File: config.mk
export PLATFORM = sky130hd
export DESIGN_NAME = luhn_card_number_check
export DESIGN_NICKNAME = d
export VERILOG_FILES = /design/src/hw/rtl/luhn_pkg.sv /design/src/hw/rtl/luhn_bcd_conv.sv /design/src/hw/rtl/luhn_digit_scan.sv /design/src/hw/rtl/luhn_card_number_check.sv
export SDC_FILE = /design/constraint.sdc
export NUM_CORES = 1
export LEC_CHECK = 0
export ABC_AREA = 1
export BUFFER_PORTS_ARGS = -buffer_cell sky130_fd_sc_hd__clkbuf_2
export CAP_MARGIN = 25
export CORE_MARGIN = 10
export CORE_UTILIZATION = 55
export CTS_CLUSTER_SIZE = 28
export DETAILED_ROUTE_END_ITERATION = 7
export PLACE_DENSITY = 0.77
export SYNTH_ARGS = -nofsm -noshare
export SYNTH_HDL_FRONTEND = slang
export SYNTH_SLANG_ARGS = --single-unit
File: constraint.sdc
create_clock -name clk -period 2.7 [get_ports clk]
set_input_delay 0.27 -clock clk [delete_from_list [all_inputs] [get_ports clk]]
set_output_delay 0.27 -clock clk [all_outputs]
set_load 0.05 [all_outputs]
File: src/hw/rtl/luhn_pkg.sv
// ----------------------------------------------------------------------------
// Luhn card check package
// Shared widths, constants, codes and helpers for the card number checker.
// ----------------------------------------------------------------------------
package luhn_pkg;

  // Binary input width and decimal digit capacity
  localparam int NUM_BITS   = 54;
  localparam int NUM_DIGITS = 17;
  localparam int BCD_W      = NUM_DIGITS * 4;
  localparam int BIT_CNT_W  = $clog2(NUM_BITS);
  localparam int IDX_W      = 5;

  // Longest number that may carry a brand
  localparam int MAX_DIGITS = 16;

  // Brand length and prefix rules
  localparam int LEN_AMEX     = 15;
  localparam int LEN_VISA_S   = 13;
  localparam int LEN_VISA_L   = 16;
  localparam int LEN_MC       = 16;
  localparam int AMEX_LEAD    = 3;
  localparam int AMEX_NEXT_A  = 4;
  localparam int AMEX_NEXT_B  = 7;
  localparam int VISA_LEAD    = 4;
  localparam int MC_LEAD      = 5;
  localparam int MC_NEXT_LO   = 1;
  localparam int MC_NEXT_HI   = 5;
  localparam int RADIX        = 10;

  typedef enum logic [1:0] {
    BRAND_NONE = 2'd0,
    BRAND_AMEX = 2'd1,
    BRAND_VISA = 2'd2,
    BRAND_MC   = 2'd3
  } brand_t;

  typedef enum logic [1:0] {
    ST_IDLE,
    ST_CONV,
    ST_SCAN,
    ST_DONE
  } state_t;

  // Control strobes from the sequencer to the datapath
  typedef struct packed {
    logic load;   // take a new number, clear accumulators
    logic conv;   // one binary to decimal step
    logic shift;  // move one decimal digit out, least significant first
  } luhn_ctl_t;

  // Double a decimal digit and sum the digits of the product
  function automatic logic [3:0] dbl_digit(input logic [3:0] d);
    logic [4:0] t;
    t = {d, 1'b0};
    if (t >= 5'(RADIX)) begin
      dbl_digit = 4'(t - 5'(RADIX - 1));
    end else begin
      dbl_digit = t[3:0];
    end
  endfunction

endpackage

File: src/hw/rtl/luhn_bcd_conv.sv
// ----------------------------------------------------------------------------
// Luhn bit-serial decimal converter
// Shift-and-add-3 conversion, one binary bit per cycle, then shifts the
// decimal digits out one per cycle, least significant first.
// ----------------------------------------------------------------------------
module luhn_bcd_conv (
  input  logic                         clk,
  input  luhn_pkg::luhn_ctl_t          ctl,
  input  logic [luhn_pkg::NUM_BITS-1:0] number,
  output logic [3:0]                   digit
);

  logic [luhn_pkg::NUM_BITS-1:0] bin_r;
  logic [luhn_pkg::NUM_BITS-1:0] bin_nxt;
  logic [luhn_pkg::BCD_W-1:0]    bcd_r;
  logic [luhn_pkg::BCD_W-1:0]    bcd_nxt;
  logic [luhn_pkg::BCD_W-1:0]    bcd_adj;

  // Correct every digit of five or more before the shift
  always_comb begin
    for (int i = 0; i < luhn_pkg::NUM_DIGITS; i++) begin
      if (bcd_r[i*4 +: 4] >= 4'd5) begin
        bcd_adj[i*4 +: 4] = bcd_r[i*4 +: 4] + 4'd3;
      end else begin
        bcd_adj[i*4 +: 4] = bcd_r[i*4 +: 4];
      end
    end
  end

  // Load, convert or shift out
  always_comb begin
    bin_nxt = bin_r;
    bcd_nxt = bcd_r;
    if (ctl.load) begin
      bin_nxt = number;
      bcd_nxt = '0;
    end else if (ctl.conv) begin
      bin_nxt = {bin_r[luhn_pkg::NUM_BITS-2:0], 1'b0};
      bcd_nxt = {bcd_adj[luhn_pkg::BCD_W-2:0], bin_r[luhn_pkg::NUM_BITS-1]};
    end else if (ctl.shift) begin
      bcd_nxt = {4'd0, bcd_r[luhn_pkg::BCD_W-1:4]};
    end
  end

  always_ff @(posedge clk) begin
    bin_r <= bin_nxt;
    bcd_r <= bcd_nxt;
  end

  assign digit = bcd_r[3:0];

endmodule

File: src/hw/rtl/luhn_digit_scan.sv
// ----------------------------------------------------------------------------
// Luhn digit scanner
// Takes one decimal digit per cycle, least significant first, and keeps the
// running mod-10 sum, the digit count and the two leading digits.
// ----------------------------------------------------------------------------
module luhn_digit_scan (
  input  logic                      clk,
  input  luhn_pkg::luhn_ctl_t       ctl,
  input  logic [3:0]                digit,
  output logic                      checksum_ok,
  output luhn_pkg::brand_t          brand,
  output logic [luhn_pkg::IDX_W-1:0] digit_count
);

  logic [luhn_pkg::IDX_W-1:0] idx_r, idx_nxt;
  logic [luhn_pkg::IDX_W-1:0] cnt_r, cnt_nxt;
  logic [3:0]                 sum_r, sum_nxt;
  logic [3:0]                 prev_r, prev_nxt;
  logic [3:0]                 lead1_r, lead1_nxt;
  logic [3:0]                 lead2_r, lead2_nxt;
  logic [3:0]                 term;
  logic [4:0]                 sum_wide;

  // Double every second digit from the right
  always_comb begin
    term     = idx_r[0] ? luhn_pkg::dbl_digit(digit) : digit;
    sum_wide = {1'b0, sum_r} + {1'b0, term};
  end

  // Accumulate one digit
  always_comb begin
    idx_nxt   = idx_r;
    cnt_nxt   = cnt_r;
    sum_nxt   = sum_r;
    prev_nxt  = prev_r;
    lead1_nxt = lead1_r;
    lead2_nxt = lead2_r;
    if (ctl.load) begin
      idx_nxt   = '0;
      cnt_nxt   = '0;
      sum_nxt   = '0;
      prev_nxt  = '0;
      lead1_nxt = '0;
      lead2_nxt = '0;
    end else if (ctl.shift) begin
      idx_nxt  = idx_r + 1'b1;
      prev_nxt = digit;
      if (sum_wide >= 5'(luhn_pkg::RADIX)) begin
        sum_nxt = 4'(sum_wide - 5'(luhn_pkg::RADIX));
      end else begin
        sum_nxt = sum_wide[3:0];
      end
      // A nonzero digit is the leading one so far
      if (digit != 4'd0) begin
        cnt_nxt   = idx_r + 1'b1;
        lead1_nxt = digit;
        lead2_nxt = prev_r;
      end
    end
  end

  always_ff @(posedge clk) begin
    idx_r   <= idx_nxt;
    cnt_r   <= cnt_nxt;
    sum_r   <= sum_nxt;
    prev_r  <= prev_nxt;
    lead1_r <= lead1_nxt;
    lead2_r <= lead2_nxt;
  end

  // Classify the brand of a passing number from length and prefix
  always_comb begin
    brand = luhn_pkg::BRAND_NONE;
    if (checksum_ok && cnt_r >= 5'd2 &&
        cnt_r <= luhn_pkg::IDX_W'(luhn_pkg::MAX_DIGITS)) begin
      priority if (cnt_r == luhn_pkg::IDX_W'(luhn_pkg::LEN_AMEX) &&
                   lead1_r == 4'(luhn_pkg::AMEX_LEAD) &&
                   (lead2_r == 4'(luhn_pkg::AMEX_NEXT_A) ||
                    lead2_r == 4'(luhn_pkg::AMEX_NEXT_B))) begin
        brand = luhn_pkg::BRAND_AMEX;
      end else if ((cnt_r == luhn_pkg::IDX_W'(luhn_pkg::LEN_VISA_S) ||
                    cnt_r == luhn_pkg::IDX_W'(luhn_pkg::LEN_VISA_L)) &&
                   lead1_r == 4'(luhn_pkg::VISA_LEAD)) begin
        brand = luhn_pkg::BRAND_VISA;
      end else if (cnt_r == luhn_pkg::IDX_W'(luhn_pkg::LEN_MC) &&
                   lead1_r == 4'(luhn_pkg::MC_LEAD) &&
                   lead2_r >= 4'(luhn_pkg::MC_NEXT_LO) &&
                   lead2_r <= 4'(luhn_pkg::MC_NEXT_HI)) begin
        brand = luhn_pkg::BRAND_MC;
      end else begin
        brand = luhn_pkg::BRAND_NONE;
      end
    end
  end

  assign checksum_ok = (cnt_r != '0) && (sum_r == 4'd0);
  assign digit_count = cnt_r;

endmodule

File: src/hw/rtl/luhn_card_number_check.sv
// ----------------------------------------------------------------------------
// Luhn card number checker
// Converts a binary card number to decimal bit-serially, runs the Luhn
// mod-10 check digit by digit, counts digits and classifies the brand.
// ----------------------------------------------------------------------------
// Usage:
//   Input channel in_valid / in_stall / in_card_number carries one binary
//   card number per transfer. Output channel out_valid / out_stall carries
//   out_checksum_ok, out_brand and out_digit_count, one result per input.
//   One number is in work at a time: in_stall stays high from the transfer
//   until the result has moved into the output register.
//   Steps: shift-and-add-3 conversion (one input bit each step), then the
//   digit scan (one decimal digit each step), then the load of the output
//   register, which raises out_valid. The next number is taken only when
//   the sequencer is back in idle, after the output register load.
//   While a result waits in the output register the next number is taken
//   and worked; it holds in the final step until the register is free.
//   Reset (rst_n low, synchronous) returns to idle and clears out_valid.
// ----------------------------------------------------------------------------
module luhn_card_number_check (
  input  logic                          clk,
  input  logic                          rst_n,
  input  logic                          in_valid,
  output logic                          in_stall,
  input  logic [luhn_pkg::NUM_BITS-1:0] in_card_number,
  output logic                          out_valid,
  input  logic                          out_stall,
  output logic                          out_checksum_ok,
  output logic [1:0]                    out_brand,
  output logic [luhn_pkg::IDX_W-1:0]    out_digit_count
);

  localparam logic [luhn_pkg::BIT_CNT_W-1:0] LAST_BIT =
    luhn_pkg::BIT_CNT_W'(luhn_pkg::NUM_BITS - 1);
  localparam logic [luhn_pkg::BIT_CNT_W-1:0] LAST_DIGIT =
    luhn_pkg::BIT_CNT_W'(luhn_pkg::NUM_DIGITS - 1);

  luhn_pkg::state_t               state_r, state_nxt;
  logic [luhn_pkg::BIT_CNT_W-1:0] step_r, step_nxt;
  luhn_pkg::luhn_ctl_t            ctl;
  logic                           out_valid_r, out_valid_nxt;
  logic                           ok_r;
  luhn_pkg::brand_t               brand_r;
  logic [luhn_pkg::IDX_W-1:0]     count_r;
  logic                           in_xfer;
  logic                           out_load;
  logic [3:0]                     digit;
  logic                           scan_ok;
  luhn_pkg::brand_t               scan_brand;
  logic [luhn_pkg::IDX_W-1:0]     scan_count;

  luhn_bcd_conv u_conv (
    .clk    (clk),
    .ctl    (ctl),
    .number (in_card_number),
    .digit  (digit)
  );

  luhn_digit_scan u_scan (
    .clk         (clk),
    .ctl         (ctl),
    .digit       (digit),
    .checksum_ok (scan_ok),
    .brand       (scan_brand),
    .digit_count (scan_count)
  );

  assign in_stall = (state_r != luhn_pkg::ST_IDLE);
  assign in_xfer  = in_valid && !in_stall;

  // Sequence conversion, scan and output load
  always_comb begin
    state_nxt = state_r;
    step_nxt  = step_r;
    ctl       = '0;
    out_load  = 1'b0;
    unique case (state_r)
      luhn_pkg::ST_IDLE: begin
        if (in_xfer) begin
          ctl.load  = 1'b1;
          step_nxt  = '0;
          state_nxt = luhn_pkg::ST_CONV;
        end
      end
      luhn_pkg::ST_CONV: begin
        ctl.conv = 1'b1;
        step_nxt = step_r + 1'b1;
        if (step_r == LAST_BIT) begin
          step_nxt  = '0;
          state_nxt = luhn_pkg::ST_SCAN;
        end
      end
      luhn_pkg::ST_SCAN: begin
        ctl.shift = 1'b1;
        step_nxt  = step_r + 1'b1;
        if (step_r == LAST_DIGIT) begin
          state_nxt = luhn_pkg::ST_DONE;
        end
      end
      luhn_pkg::ST_DONE: begin
        if (!out_valid_r || !out_stall) begin
          out_load  = 1'b1;
          state_nxt = luhn_pkg::ST_IDLE;
        end
      end
      default: begin
        state_nxt = luhn_pkg::ST_IDLE;
      end
    endcase
  end

  // Output register: fill on load, drop on transfer
  always_comb begin
    out_valid_nxt = out_valid_r;
    if (out_load) begin
      out_valid_nxt = 1'b1;
    end else if (out_valid_r && !out_stall) begin
      out_valid_nxt = 1'b0;
    end
  end

  always_ff @(posedge clk) begin
    if (!rst_n) begin
      state_r     <= luhn_pkg::ST_IDLE;
      step_r      <= '0;
      out_valid_r <= 1'b0;
    end else begin
      state_r     <= state_nxt;
      step_r      <= step_nxt;
      out_valid_r <= out_valid_nxt;
    end
  end

  // Hold result payload
  always_ff @(posedge clk) begin
    if (out_load) begin
      ok_r    <= scan_ok;
      brand_r <= scan_brand;
      count_r <= scan_count;
    end
  end

  assign out_valid       = out_valid_r;
  assign out_checksum_ok = ok_r;
  assign out_brand       = brand_r;
  assign out_digit_count = count_r;

`ifndef ASSERT_OFF
  a_start_conv: assert property (@(posedge clk) disable iff (!rst_n)
    in_xfer |=> state_r == luhn_pkg::ST_CONV && step_r == '0)
    else $error("conversion did not start after input transfer");

  a_brand_needs_ok: assert property (@(posedge clk) disable iff (!rst_n)
    out_valid && out_brand != luhn_pkg::BRAND_NONE |-> out_checksum_ok)
    else $error("brand reported without a passing check");

  a_ok_needs_digits: assert property (@(posedge clk) disable iff (!rst_n)
    out_valid && out_checksum_ok |-> out_digit_count != '0)
    else $error("check passed on a zero number");

  a_count_range: assert property (@(posedge clk) disable iff (!rst_n)
    out_valid |-> out_digit_count <= luhn_pkg::IDX_W'(luhn_pkg::NUM_DIGITS))
    else $error("digit count out of range");

  a_load_free: assert property (@(posedge clk) disable iff (!rst_n)
    out_load |-> !out_valid_r || !out_stall)
    else $error("output register overwritten while stalled");
`endif

endmodule
==> results.py <==
metrics = {
    "logic_synthesis": {
        "synth_edf_count": 62,
        "ys_warn_count": 0,
        "synthArstFlopShare": 0,
        "synth_top_cell_by_area": "dfxtp_1",
        "ys_types": 41,
        "avgSynthCellArea_sq_um": 7.92,
        "synth_cells": 1109,
        "synth_top_area_share": 0.235,
        "synthesis.area_sq_um": 8790,
        "ys_ff_latch": 165,
        "netlist_top_cells_area": "dfxtp_1 23%, edfxtp_1 21%, nand2_1 11%, a21oi_1 8.8%, ha_1 6.8%",
        "synth-main-ff-cell": "dfxtp_1",
        "synthesis.nets": 1216,
        "ys_seq_area_frac": 0.446,
    },
    "clocking": {
        "ctsHoldBuffers": 0,
        "cts_sinks": 165,
        "cts_buffers": 17,
        "htree_levels": 4,
        "clockRootBuffer": "clkbuf_16",
        "cts_max_path_buffers": 2,
        "path_clk_slew_ns": 0.07,
        "cts_tree": "yes",
        "clock_latency_ns": 0.43,
    },
    "timing": {
        "rsz0062_at_grt": "yes",
        "finalCritPeriodShare": 0.979,
        "finalClockSkew_ns": 0.00648,
        "setup_ws_ns": 0.0571,
        "timing.fmax_ghz": 0.378,
        "drv_slew": 0,
        "worst_slew_pin_slew_ns": 0.869,
        "hold_viol_final": 0,
        "relSlewSlack": 0.421,
        "setup_viol": 0,
        "layout_min_cycle_time_ns": 2.64,
    },
    "cells_and_area": {
        "drive_above_1_share": 0.147,
        "nets": 1277,
        "final_common_cell": "nand2_1",
        "diodes": 0,
        "syn_to_final_growth_pct": 14.9,
        "layout_common_cells": "258 x nand2_1, 152 x a21oi_1, 107 x o21ai_0",
    },
    "die": {
        "die_area_sq_um": 21400,
        "pin_count": 68,
        "core_sq_um": 15800,
        "num_rows": 46,
        "initial_core_util": 0.557,
        "die_w_um": 146,
        "die_h_um": 146,
    },
    "routing": {
        "via_per_inst": 5.42,
        "post_drt_wl_per_cell_um": 13.9,
        "drtAntennaViolNets": 0,
        "vias": 7582,
        "first_pass_iters": 5,
        "first_iter_violations": 565,
        "wl_met3_um": 783,
        "wl_met1_mm": 8.83,
        "top_layer": "met4",
        "route.detailed.drc": 0,
        "routed_wl_mm": 19.4,
        "wl_met2_mm": 9.51,
    },
    "power": {
        "ir_drop_v": 0.000827,
        "powerDensity_nw_per_um2": 1270,
        "power.total_w": 0.0128,
        "leakage_nw": 4.32,
    },
    "critical_path": {
        "r2r-end": "u_scan.sum_r[1]",
        "rr_startpoint": "u_conv.bcd_r[0]",
        "setup.worst_path.end_class": "register",
        "worstRegToRegCells": 18,
        "critPathKind": "register to register",
        "critPathRequiredTime_ns": 3.03,
        "worstSetupStartpointType": "register",
        "critPathMaxFanout": 4,
        "arrival_ns": 2.97,
        "r2r_setup_slack_ns": 0.06,
    },
    "place": {
        "hpwl_mm": 12.4,
        "finalWeightedCongestion": 0.811,
        "post-place-ws_ns": -0.119,
        "port_buffers": 67,
    },
    "global_routing": {
        "grt_remaining_overflow": 0,
        "grt_max_degree": 63,
        "track_usage": 0.180,
        "antenna_found_initial": 0,
        "grt_pass1_vias": 7318,
        "grt_pass1_wl_mm": 33.3,
    },
    "hold_path": {
        "holdPathEnd": "u_conv.bin_r[45]",
        "hold_path_class": "input pin to register",
        "min_from": "in_card_number[45]",
        "hold-path-cell-count": 3,
    },
    "run": {
        "drv_cap": 0,
    },
    "outcome": {
        "outcome": "complete, no violations",
    },
}
[through the flow]
step / instances / instance area [sq um] / util / hold slack (ns) / setup TNS [ns]
finish: 1399 / 10100 / 0.640 / 0.0969 / 0
global route: 1399 / 10100 / 0.640 / 0.0907 / -0.184
global placement: 1362 / 9400 / 0.596 / 0.415 / -0.0178
detailed placement: 1362 / 9400 / 0.596 / 0.416 / -0.231
CTS: 1396 / 10000 / 0.634 / 0.0839 / 0
floorplan: 1109 / 8800 / - / 0.390 / 0
[cell usage after synthesis (22+ instances only)]
master and number:
buf_2 22, o211ai_1 28, clkbuf_1 26, edfxtp_1 62, nand3_1 47, ha_1 48, nor2_1 52, nand2_1 263
xor2_1 26, a21oi_1 154, dfxtp_1 103, inv_1 103, o21ai_0 110
[report_power, final]
group / internal [W] / total [W] / switching [W] / leakage, nW
combinational: 0.00219 / 0.00589 / 0.00370 / 2.59
clock: 0.00131 / 0.00241 / 0.00110 / 0.279
sequential: 0.00384 / 0.00451 / 0.000672 / 1.46
[layer usage]
layer	up-vias	global-route usage
met5	-	0
met4	0	0.0656
met3	22	0.0371
met2	151	0.304
met1	3531	0.223
li1	3878	-
[worst max-delay path by stage]
stage	from	to	slack (ns)	cells past startpoint
after detailed placement	u_conv.bcd_r[1]	u_scan.sum_r[1]	-0.12	19
after CTS	u_conv.bcd_r[0]	u_scan.sum_r[1]	0.02	19
after global routing	u_conv.bcd_r[0]	u_scan.sum_r[1]	-0.13	18
final	u_conv.bcd_r[0]	u_scan.sum_r[1]	0.06	18
after global placement	u_conv.bcd_r[0]	u_scan.sum_r[1]	-0.02	19
after floorplan	u_conv.bcd_r[0]	u_scan.sum_r[1]	0.01	19
[area by class of cell]
cell class | count | area, sq um
tap | 216 | 270
fill | 1333 | 5670
clock buffer | 17 | 425
multi-input combinational | 781 | 4310
clock inverter | 15 | 155
timing repair buffer | 95 | 596
inverter | 110 | 415
sequential | 165 | 3930
[critical path, stage by stage, from the launching register on]
cell     delay [ns]
dfxtp_4        0.37
inv_4          0.04
ha_4           0.15
or2_4          0.26
nand2_4        0.09
nand2_1        0.07
o21ai_2        0.07
ha_2           0.19
inv_1          0.05
fa_2           0.59
nor2_1         0.06
nand3_1        0.11
nand2_2        0.06
nand3_2        0.07
nand2_2        0.07
nand2_1        0.09
nand2_1        0.05
o21ai_1        0.12
inv_1          0.04
[sequential cells by signal, indices dropped and copies added (netlist names)]
name	cells
u_scan.prev_r	4
state_r	2
out_brand	2
u_scan.sum_r	4
u_scan.idx_r	5
u_conv.bcd_r	68
step_r	6
u_scan.lead1_r	4
u_conv.bin_r	54
u_scan.lead2_r	4
out_valid	1
out_checksum_ok	1
out_digit_count	5
u_scan.digit_count	5
[cell families (layout without fill, tap and decap cells)]
| logic type | count (synthesis) | in the layout | share of synthesized area |
|---|---|---|---|
| and+or+nand+nor | 383 | 383 | 0.177 |
| adders and majority gates | 49 | 49 | 0.0706 |
| AOI/OAI and AO/OA | 322 | 322 | 0.204 |
| buffers and inverters | 163 | 237 | 0.0742 |
| DFF | 165 | 165 | 0.446 |
| xor gates and xnor gates | 27 | 27 | 0.0278 |
[timing repair]
item                       CTS  global route
gates resized for setup      6            20
setup endpoints to repair    3             3
buffers inserted             2             3
pin swaps                    6            10
No activity file was read; power rests on OpenSTA's default activity.
